**src/design/sng_pkg.sv**
```systemverilog
`default_nettype none

package sng_pkg;

  localparam int unsigned MT_N      = 624;
  localparam int unsigned MT_M      = 397;
  localparam int unsigned MT_ADDR_W = 10;
  localparam int unsigned SAMPLE_W  = 18;
  localparam int unsigned PHASE_W   = 24;
  localparam int unsigned ROM_N     = 257;

  localparam logic [31:0] RESET_SEED  = 32'd5489;
  localparam logic [31:0] SEED_MULT   = 32'd1812433253;
  localparam logic [31:0] MT_MATRIX   = 32'h9908b0df;
  localparam logic [29:0] RAD_TO_TURN = 30'd683565276;

  localparam logic signed [18:0] Q_ONE     = 19'sd65536;
  localparam logic signed [18:0] C_WHITE   = 19'sd58982;
  localparam logic signed [18:0] C_BROWN_K = 19'sd9830;
  localparam logic signed [18:0] C_RAIN_K  = 19'sd26214;
  localparam logic signed [18:0] C_TEST_K  = 19'sd13107;
  localparam logic signed [18:0] C_TENTH   = 19'sd6554;

  typedef logic [MT_ADDR_W-1:0] mt_addr_t;

  typedef enum logic [1:0] {
    MODE_WHITE = 2'd0,
    MODE_BROWN = 2'd1,
    MODE_RAIN  = 2'd2,
    MODE_TEST  = 2'd3
  } mode_t;

  typedef enum logic {
    REG_MODE = 1'b0,
    REG_SEED = 1'b1
  } reg_index_t;

  typedef enum logic [4:0] {
    OP_NONE   = 5'd0,
    OP_SEED0  = 5'd1,
    OP_SEED   = 5'd2,
    OP_ACCEPT = 5'd3,
    OP_RD0    = 5'd4,
    OP_RD1    = 5'd5,
    OP_RD2    = 5'd6,
    OP_RD3    = 5'd7,
    OP_GEN    = 5'd8,
    OP_MUL_A  = 5'd9,
    OP_RND    = 5'd10,
    OP_MUL_B  = 5'd11,
    OP_MUL_C  = 5'd12,
    OP_UPD    = 5'd13,
    OP_MUL_D  = 5'd14,
    OP_INC    = 5'd15,
    OP_PH     = 5'd16,
    OP_ROM    = 5'd17,
    OP_RES    = 5'd18,
    OP_OUT    = 5'd19
  } op_t;

  typedef struct packed {
    op_t  op;
    logic chan;
  } cmd_t;

  typedef struct packed {
    mode_t mode;
    logic  seed_last;
    logic  out_free;
  } status_t;

  typedef logic [ROM_N-1:0][16:0] sine_rom_t;

  function automatic logic [63:0] series_div(input logic [63:0] v, input int n);
    logic [63:0] q;
    unique case (n)
      1:       q = v / 64'd6;
      2:       q = v / 64'd20;
      3:       q = v / 64'd42;
      4:       q = v / 64'd72;
      5:       q = v / 64'd110;
      6:       q = v / 64'd156;
      7:       q = v / 64'd210;
      8:       q = v / 64'd272;
      default: q = v / 64'd342;
    endcase
    return q;
  endfunction

  function automatic logic [16:0] sine_base(input logic [8:0] m);
    logic [63:0] r;
    logic [63:0] th;
    logic [63:0] term;
    logic [63:0] sum;
    r    = 64'(m) << 22;
    th   = (r * 64'd1686629713) >> 30;
    term = th;
    sum  = th;
    for (int n = 1; n <= 9; n++) begin
      term = series_div((((term * th) >> 30) * th) >> 30, n);
      if ((n & 1) == 1) begin
        sum = sum - term;
      end else begin
        sum = sum + term;
      end
    end
    return 17'((sum + 64'd8192) >> 14);
  endfunction

  function automatic sine_rom_t sine_rom_build();
    sine_rom_t rom;
    for (int m = 0; m < ROM_N; m++) begin
      rom[m] = sine_base(9'(m));
    end
    return rom;
  endfunction

endpackage

`default_nettype wire

```
**src/design/sng_ctrl.sv**
```systemverilog
`default_nettype none

module sng_ctrl (
  input  logic              clk,
  input  logic              rst,
  input  logic              s_tvalid,
  input  logic              frame_tick,
  input  logic              seed_wr,
  input  sng_pkg::status_t  status,
  output sng_pkg::cmd_t     cmd,
  output logic              s_tready
);

  typedef enum logic [21:0] {
    ST_SEED0 = 22'h000001,
    ST_SEED  = 22'h000002,
    ST_IDLE  = 22'h000004,
    ST_RD0   = 22'h000008,
    ST_RD1   = 22'h000010,
    ST_RD2   = 22'h000020,
    ST_RD3   = 22'h000040,
    ST_GEN   = 22'h000080,
    ST_MUL_A = 22'h000100,
    ST_RND_A = 22'h000200,
    ST_MUL_B = 22'h000400,
    ST_RND_B = 22'h000800,
    ST_MUL_C = 22'h001000,
    ST_RND_C = 22'h002000,
    ST_UPD   = 22'h004000,
    ST_MUL_D = 22'h008000,
    ST_RND_D = 22'h010000,
    ST_INC   = 22'h020000,
    ST_PH    = 22'h040000,
    ST_ROM   = 22'h080000,
    ST_RES   = 22'h100000,
    ST_OUT   = 22'h200000
  } state_t;

  state_t state;
  state_t state_next;
  logic   chan;
  logic   chan_next;

  assign s_tready = (state == ST_IDLE) && !seed_wr;

  always_comb begin
    state_next = state;
    chan_next  = chan;
    cmd.op     = sng_pkg::OP_NONE;
    cmd.chan   = chan;
    unique case (state)
      ST_SEED0: begin
        cmd.op     = sng_pkg::OP_SEED0;
        state_next = ST_SEED;
      end
      ST_SEED: begin
        cmd.op = sng_pkg::OP_SEED;
        if (status.seed_last) begin
          state_next = ST_IDLE;
        end
      end
      ST_IDLE: begin
        if (s_tvalid && s_tready && frame_tick) begin
          cmd.op     = sng_pkg::OP_ACCEPT;
          chan_next  = 1'b0;
          state_next = ST_RD0;
        end
      end
      ST_RD0: begin
        cmd.op     = sng_pkg::OP_RD0;
        state_next = ST_RD1;
      end
      ST_RD1: begin
        cmd.op     = sng_pkg::OP_RD1;
        state_next = ST_RD2;
      end
      ST_RD2: begin
        cmd.op     = sng_pkg::OP_RD2;
        state_next = ST_RD3;
      end
      ST_RD3: begin
        cmd.op     = sng_pkg::OP_RD3;
        state_next = ST_GEN;
      end
      ST_GEN: begin
        cmd.op     = sng_pkg::OP_GEN;
        state_next = ST_MUL_A;
      end
      ST_MUL_A: begin
        cmd.op     = sng_pkg::OP_MUL_A;
        state_next = ST_RND_A;
      end
      ST_RND_A: begin
        cmd.op     = sng_pkg::OP_RND;
        state_next = (status.mode == sng_pkg::MODE_WHITE) ? ST_RES : ST_MUL_B;
      end
      ST_MUL_B: begin
        cmd.op     = sng_pkg::OP_MUL_B;
        state_next = ST_RND_B;
      end
      ST_RND_B: begin
        cmd.op     = sng_pkg::OP_RND;
        state_next = ST_MUL_C;
      end
      ST_MUL_C: begin
        cmd.op     = sng_pkg::OP_MUL_C;
        state_next = ST_RND_C;
      end
      ST_RND_C: begin
        cmd.op     = sng_pkg::OP_RND;
        state_next = ST_UPD;
      end
      ST_UPD: begin
        cmd.op     = sng_pkg::OP_UPD;
        state_next = (status.mode == sng_pkg::MODE_TEST) ? ST_MUL_D : ST_RES;
      end
      ST_MUL_D: begin
        cmd.op     = sng_pkg::OP_MUL_D;
        state_next = ST_RND_D;
      end
      ST_RND_D: begin
        cmd.op     = sng_pkg::OP_RND;
        state_next = ST_INC;
      end
      ST_INC: begin
        cmd.op     = sng_pkg::OP_INC;
        state_next = ST_PH;
      end
      ST_PH: begin
        cmd.op     = sng_pkg::OP_PH;
        state_next = ST_ROM;
      end
      ST_ROM: begin
        cmd.op     = sng_pkg::OP_ROM;
        state_next = ST_RES;
      end
      ST_RES: begin
        cmd.op = sng_pkg::OP_RES;
        if (!chan) begin
          chan_next  = 1'b1;
          state_next = ST_RD0;
        end else begin
          state_next = ST_OUT;
        end
      end
      ST_OUT: begin
        cmd.op = sng_pkg::OP_OUT;
        if (status.out_free) begin
          state_next = ST_IDLE;
        end
      end
      default: begin
        state_next = ST_SEED0;
      end
    endcase
    // restart the seeding pass on every seed write
    if (seed_wr) begin
      state_next = ST_SEED0;
    end
  end

  always_ff @(posedge clk) begin
    if (rst) begin
      state <= ST_SEED0;
      chan  <= 1'b0;
    end else begin
      state <= state_next;
      chan  <= chan_next;
    end
  end

endmodule

`default_nettype wire

```
**config.mk**
```make
export PLATFORM = sky130hd
export DESIGN_NAME = sng_ctrl
export DESIGN_NICKNAME = d
export VERILOG_FILES = /design/src/design/sng_pkg.sv /design/src/design/sng_ctrl.sv
export SDC_FILE = /design/constraint.sdc
export NUM_CORES = 1
export LEC_CHECK = 0
export BUFFER_PORTS_ARGS = -buffer_cell sky130_fd_sc_hd__buf_2
export CORE_ASPECT_RATIO = 1.5
export CORE_MARGIN = 5
export CORE_UTILIZATION = 45
export DETAILED_ROUTE_END_ITERATION = 8
export PLACE_DENSITY = 0.72
export SYNTH_ARGS = -nofsm -noshare
export SYNTH_HDL_FRONTEND = slang
export SYNTH_SLANG_ARGS = --single-unit
```
**constraint.sdc**
```tcl
create_clock -name clk -period 3.75 [get_ports clk]
set_clock_uncertainty 0.2 [all_clocks]
set_input_delay 0.75 -clock clk [delete_from_list [all_inputs] [get_ports clk]]
set_output_delay 0.75 -clock clk [all_outputs]
set_load 0.005 [all_outputs]
```
==> flow_metrics.env <==
export IMPL_tritoncts="built"
export IMPL_min_period_ps=3500
export IMPL_crit_buf_inv=1
export IMPL_htree_num_levels=1
export IMPL_cts_setup_buffers=0
export IMPL_critPathMaxStageDelay_ps=690
export IMPL_cts_buffers=3
export IMPL_fin_nets=213
export IMPL_routed_wl_um=3930
export IMPL_ys_warn_count=0
export IMPL_antennaDiodeCount=0
export IMPL_grt_pass1_wl_um=6730
export IMPL_cts_clk_slew_worst_paths_ps=90
export IMPL_grt_setup_unrepaired="no"
export IMPL_dieHeight_um=80.3
export IMPL_min_to="chan"
export IMPL_holdPathStages=2
export IMPL_hpwlAfterDp_um=3110
export IMPL_synth_cells=186
export IMPL_clock_sinks=23
export IMPL_maxCapViolCount=0
export IMPL_seqCellArea_um2=460
export IMPL_grt_max_degree=17
export IMPL_timing_critical_path_to_type="output port"
export IMPL_die_area_mm2=0.00457
export IMPL_start_kind="register"
export IMPL_synth_flop_cell="dfxtp_1"
export IMPL_antenna_found_initial=0
export IMPL_mostFrequentLayoutCell="nor2_1"
export IMPL_min_period_over_period_pct=93.3
export IMPL_post_drt_wl_per_cell_um=16.2
export IMPL_irDropWorstVdd_v=0.000137
export IMPL_synth_top_cell_by_area="dfxtp_1"
export IMPL_synth_edf_count=0
export IMPL_clock_latency_ps=270
export IMPL_reg2reg_to="state[20]"
export IMPL_outcome="completed"
export IMPL_max_freq_mhz=286
export IMPL_die_w_um=56.9
export IMPL_grt_use_total_pct=18.8
export IMPL_synth_seq_cells=23
export IMPL_setup_tns_ps=0
export IMPL_timing_worst_setup_path_type="reg -> out"
export IMPL_r2r_cells=5
export IMPL_crit_family="simple AND/OR/NAND/NOR gates"
export IMPL_area_delta_synth_final_pct=11.3
export IMPL_p_per_area_mw_per_mm2=272
export IMPL_synthesis_area_mm2=0.00148
export IMPL_finalHoldViolations=0
export IMPL_arrival_ps=2550
export IMPL_clockBufferDepth=2
export IMPL_hp_start="chan"
export IMPL_yosysTopAreaCellShare_pct=31.1
export IMPL_layout_common_cells="nor2_1, dfxtp_1, buf_2, nor3_1, nor4_1"
export IMPL_async_flop_share_pct=0
export IMPL_critPathSlowestCell="or4_1"
export IMPL_tightest_slew_ps=688
export IMPL_syn_num_nets=195
export IMPL_setup_viol=0
export IMPL_rrSetupSlack_ps=1040
export IMPL_synthDistinctLibCells=45
export IMPL_final_util_pct=52.2
export IMPL_fill_cells=326
export IMPL_num_rows=25
export IMPL_multi_input_area_um2=982
export IMPL_hold_class="reg -> reg"
export IMPL_grt_pass1_vias=1498
export IMPL_via_count=1514
export IMPL_crit_required_ps=2800
export IMPL_leakage_uw=0.000623
export IMPL_first_iter_violations=44
export IMPL_dr_pass1_iters=4
export IMPL_globalplace_congestion=0.927
export IMPL_root_buffer="clkbuf_8"
export IMPL_hold_slack_ps=326
export IMPL_timing_rr_start="state[4]"
export IMPL_hold_buffers=0
export IMPL_ant_nets=0
export IMPL_slew_headroom_pct=53.7
export IMPL_core_area_mm2=0.00316
export IMPL_place_inst=239
export IMPL_drv_slew=0
export IMPL_path_cells="or4_1, nor4_4, nand2_1, or4b_1, nand4_1, buf_2"
export IMPL_via_per_inst=6.23
export IMPL_cts_resized=0
export IMPL_numPortBuffers=15
export IMPL_ys_seq_area_share_pct=31.1
export IMPL_synth_area_leaders="dfxtp_1, nor2_1, nor4_1"
export IMPL_pin_count=16
export IMPL_overflow=0
export IMPL_drive_gt1_share_pct=18.2
export IMPL_start_util_pct=46.9
export IMPL_cp_max_fo=7
export IMPL_avgSynthCellArea_um2=7.97
export IMPL_drcViolationCount=0
export IMPL_stdcell_count=243
## through the flow
stage	cell area, um2	power, uW	setup WS [ps]
2_1_floorplan	1480	280	826
3_3_place_gp	1610	295	563
3_5_place_dp	1610	295	561
4_1_cts	1650	451	254
5_1_grt	1650	469	65.4
6_report	1650	450	250
## where the power goes
| group | leakage (uW) | internal [uW] | total [uW] | switching, uW |
|---|---|---|---|---|
| clock network | 0.0000228 | 76.1 | 160 | 83.8 |
| registers | 0.000186 | 245 | 248 | 2.80 |
| logic | 0.000415 | 17.1 | 41.6 | 24.4 |
| total | 0.000623 | 339 | 450 | 111 |
## layout make-up
cell class / count / share of cell area, %
multi-input cells: 156 / 59.5
flip-flops and latches: 23 / 27.9
well taps: 40 / 3.03
repair buffers: 20 / 6.82
clock buffers: 4 / 2.73
## synth_stat cells, drive strengths merged (2+ instances only)
library cell  number
a21oi              2
a31oi              3
and4               3
buf                3
clkbuf             4
dfxtp             23
nand2             11
nand2b             6
nand3              8
nand3b             3
nand4             10
nand4b             3
nor2              32
nor2b              4
nor3              14
nor4              16
o21a               2
o21ai              5
or2                3
or3                3
or4                5
or4b               4
xnor2              2
xor2               3
## how the worst max path moves through the flow
stage | start | endpoint | slack [ps] | depth (start not counted)
6_report | state[8] | cmd[1] | 250 | 6
5_1_grt | state[18] | cmd[3] | 70 | 6
4_1_cts | state[8] | cmd[1] | 250 | 6
3_5_place_dp | state[8] | cmd[1] | 560 | 6
3_3_place_gp | state[8] | cmd[1] | 560 | 6
2_1_floorplan | state[5] | cmd[1] | 830 | 6
## sequential cells by signal, summed over array words and instances, names as in the netlist
signal and flops:
chan 1, state 22
## logic make-up after synthesis
logic type      after synthesis  share of synthesized area [%]
flops                        23                           31.1
simple gates                130                           52.1
buf+inv                       7                           2.70
compound gates               21                           11.2
xor+xnor                      5                           2.95
## worst register-to-register path: cells and delay by family (launching register included)
family	cells	cell delay [ps]
simple gates	3	1380
compound gates	2	590
flops	1	390
## per-layer routing
layer	GRT usage [%]	part of all wire, %	wire [um]
met5	0	0	0
met2	33.7	51	2010
met4	13.7	5.6	221
met3	3.22	4.3	170
met1	19.3	39	1530
Power figures use the tool's default switching activity.
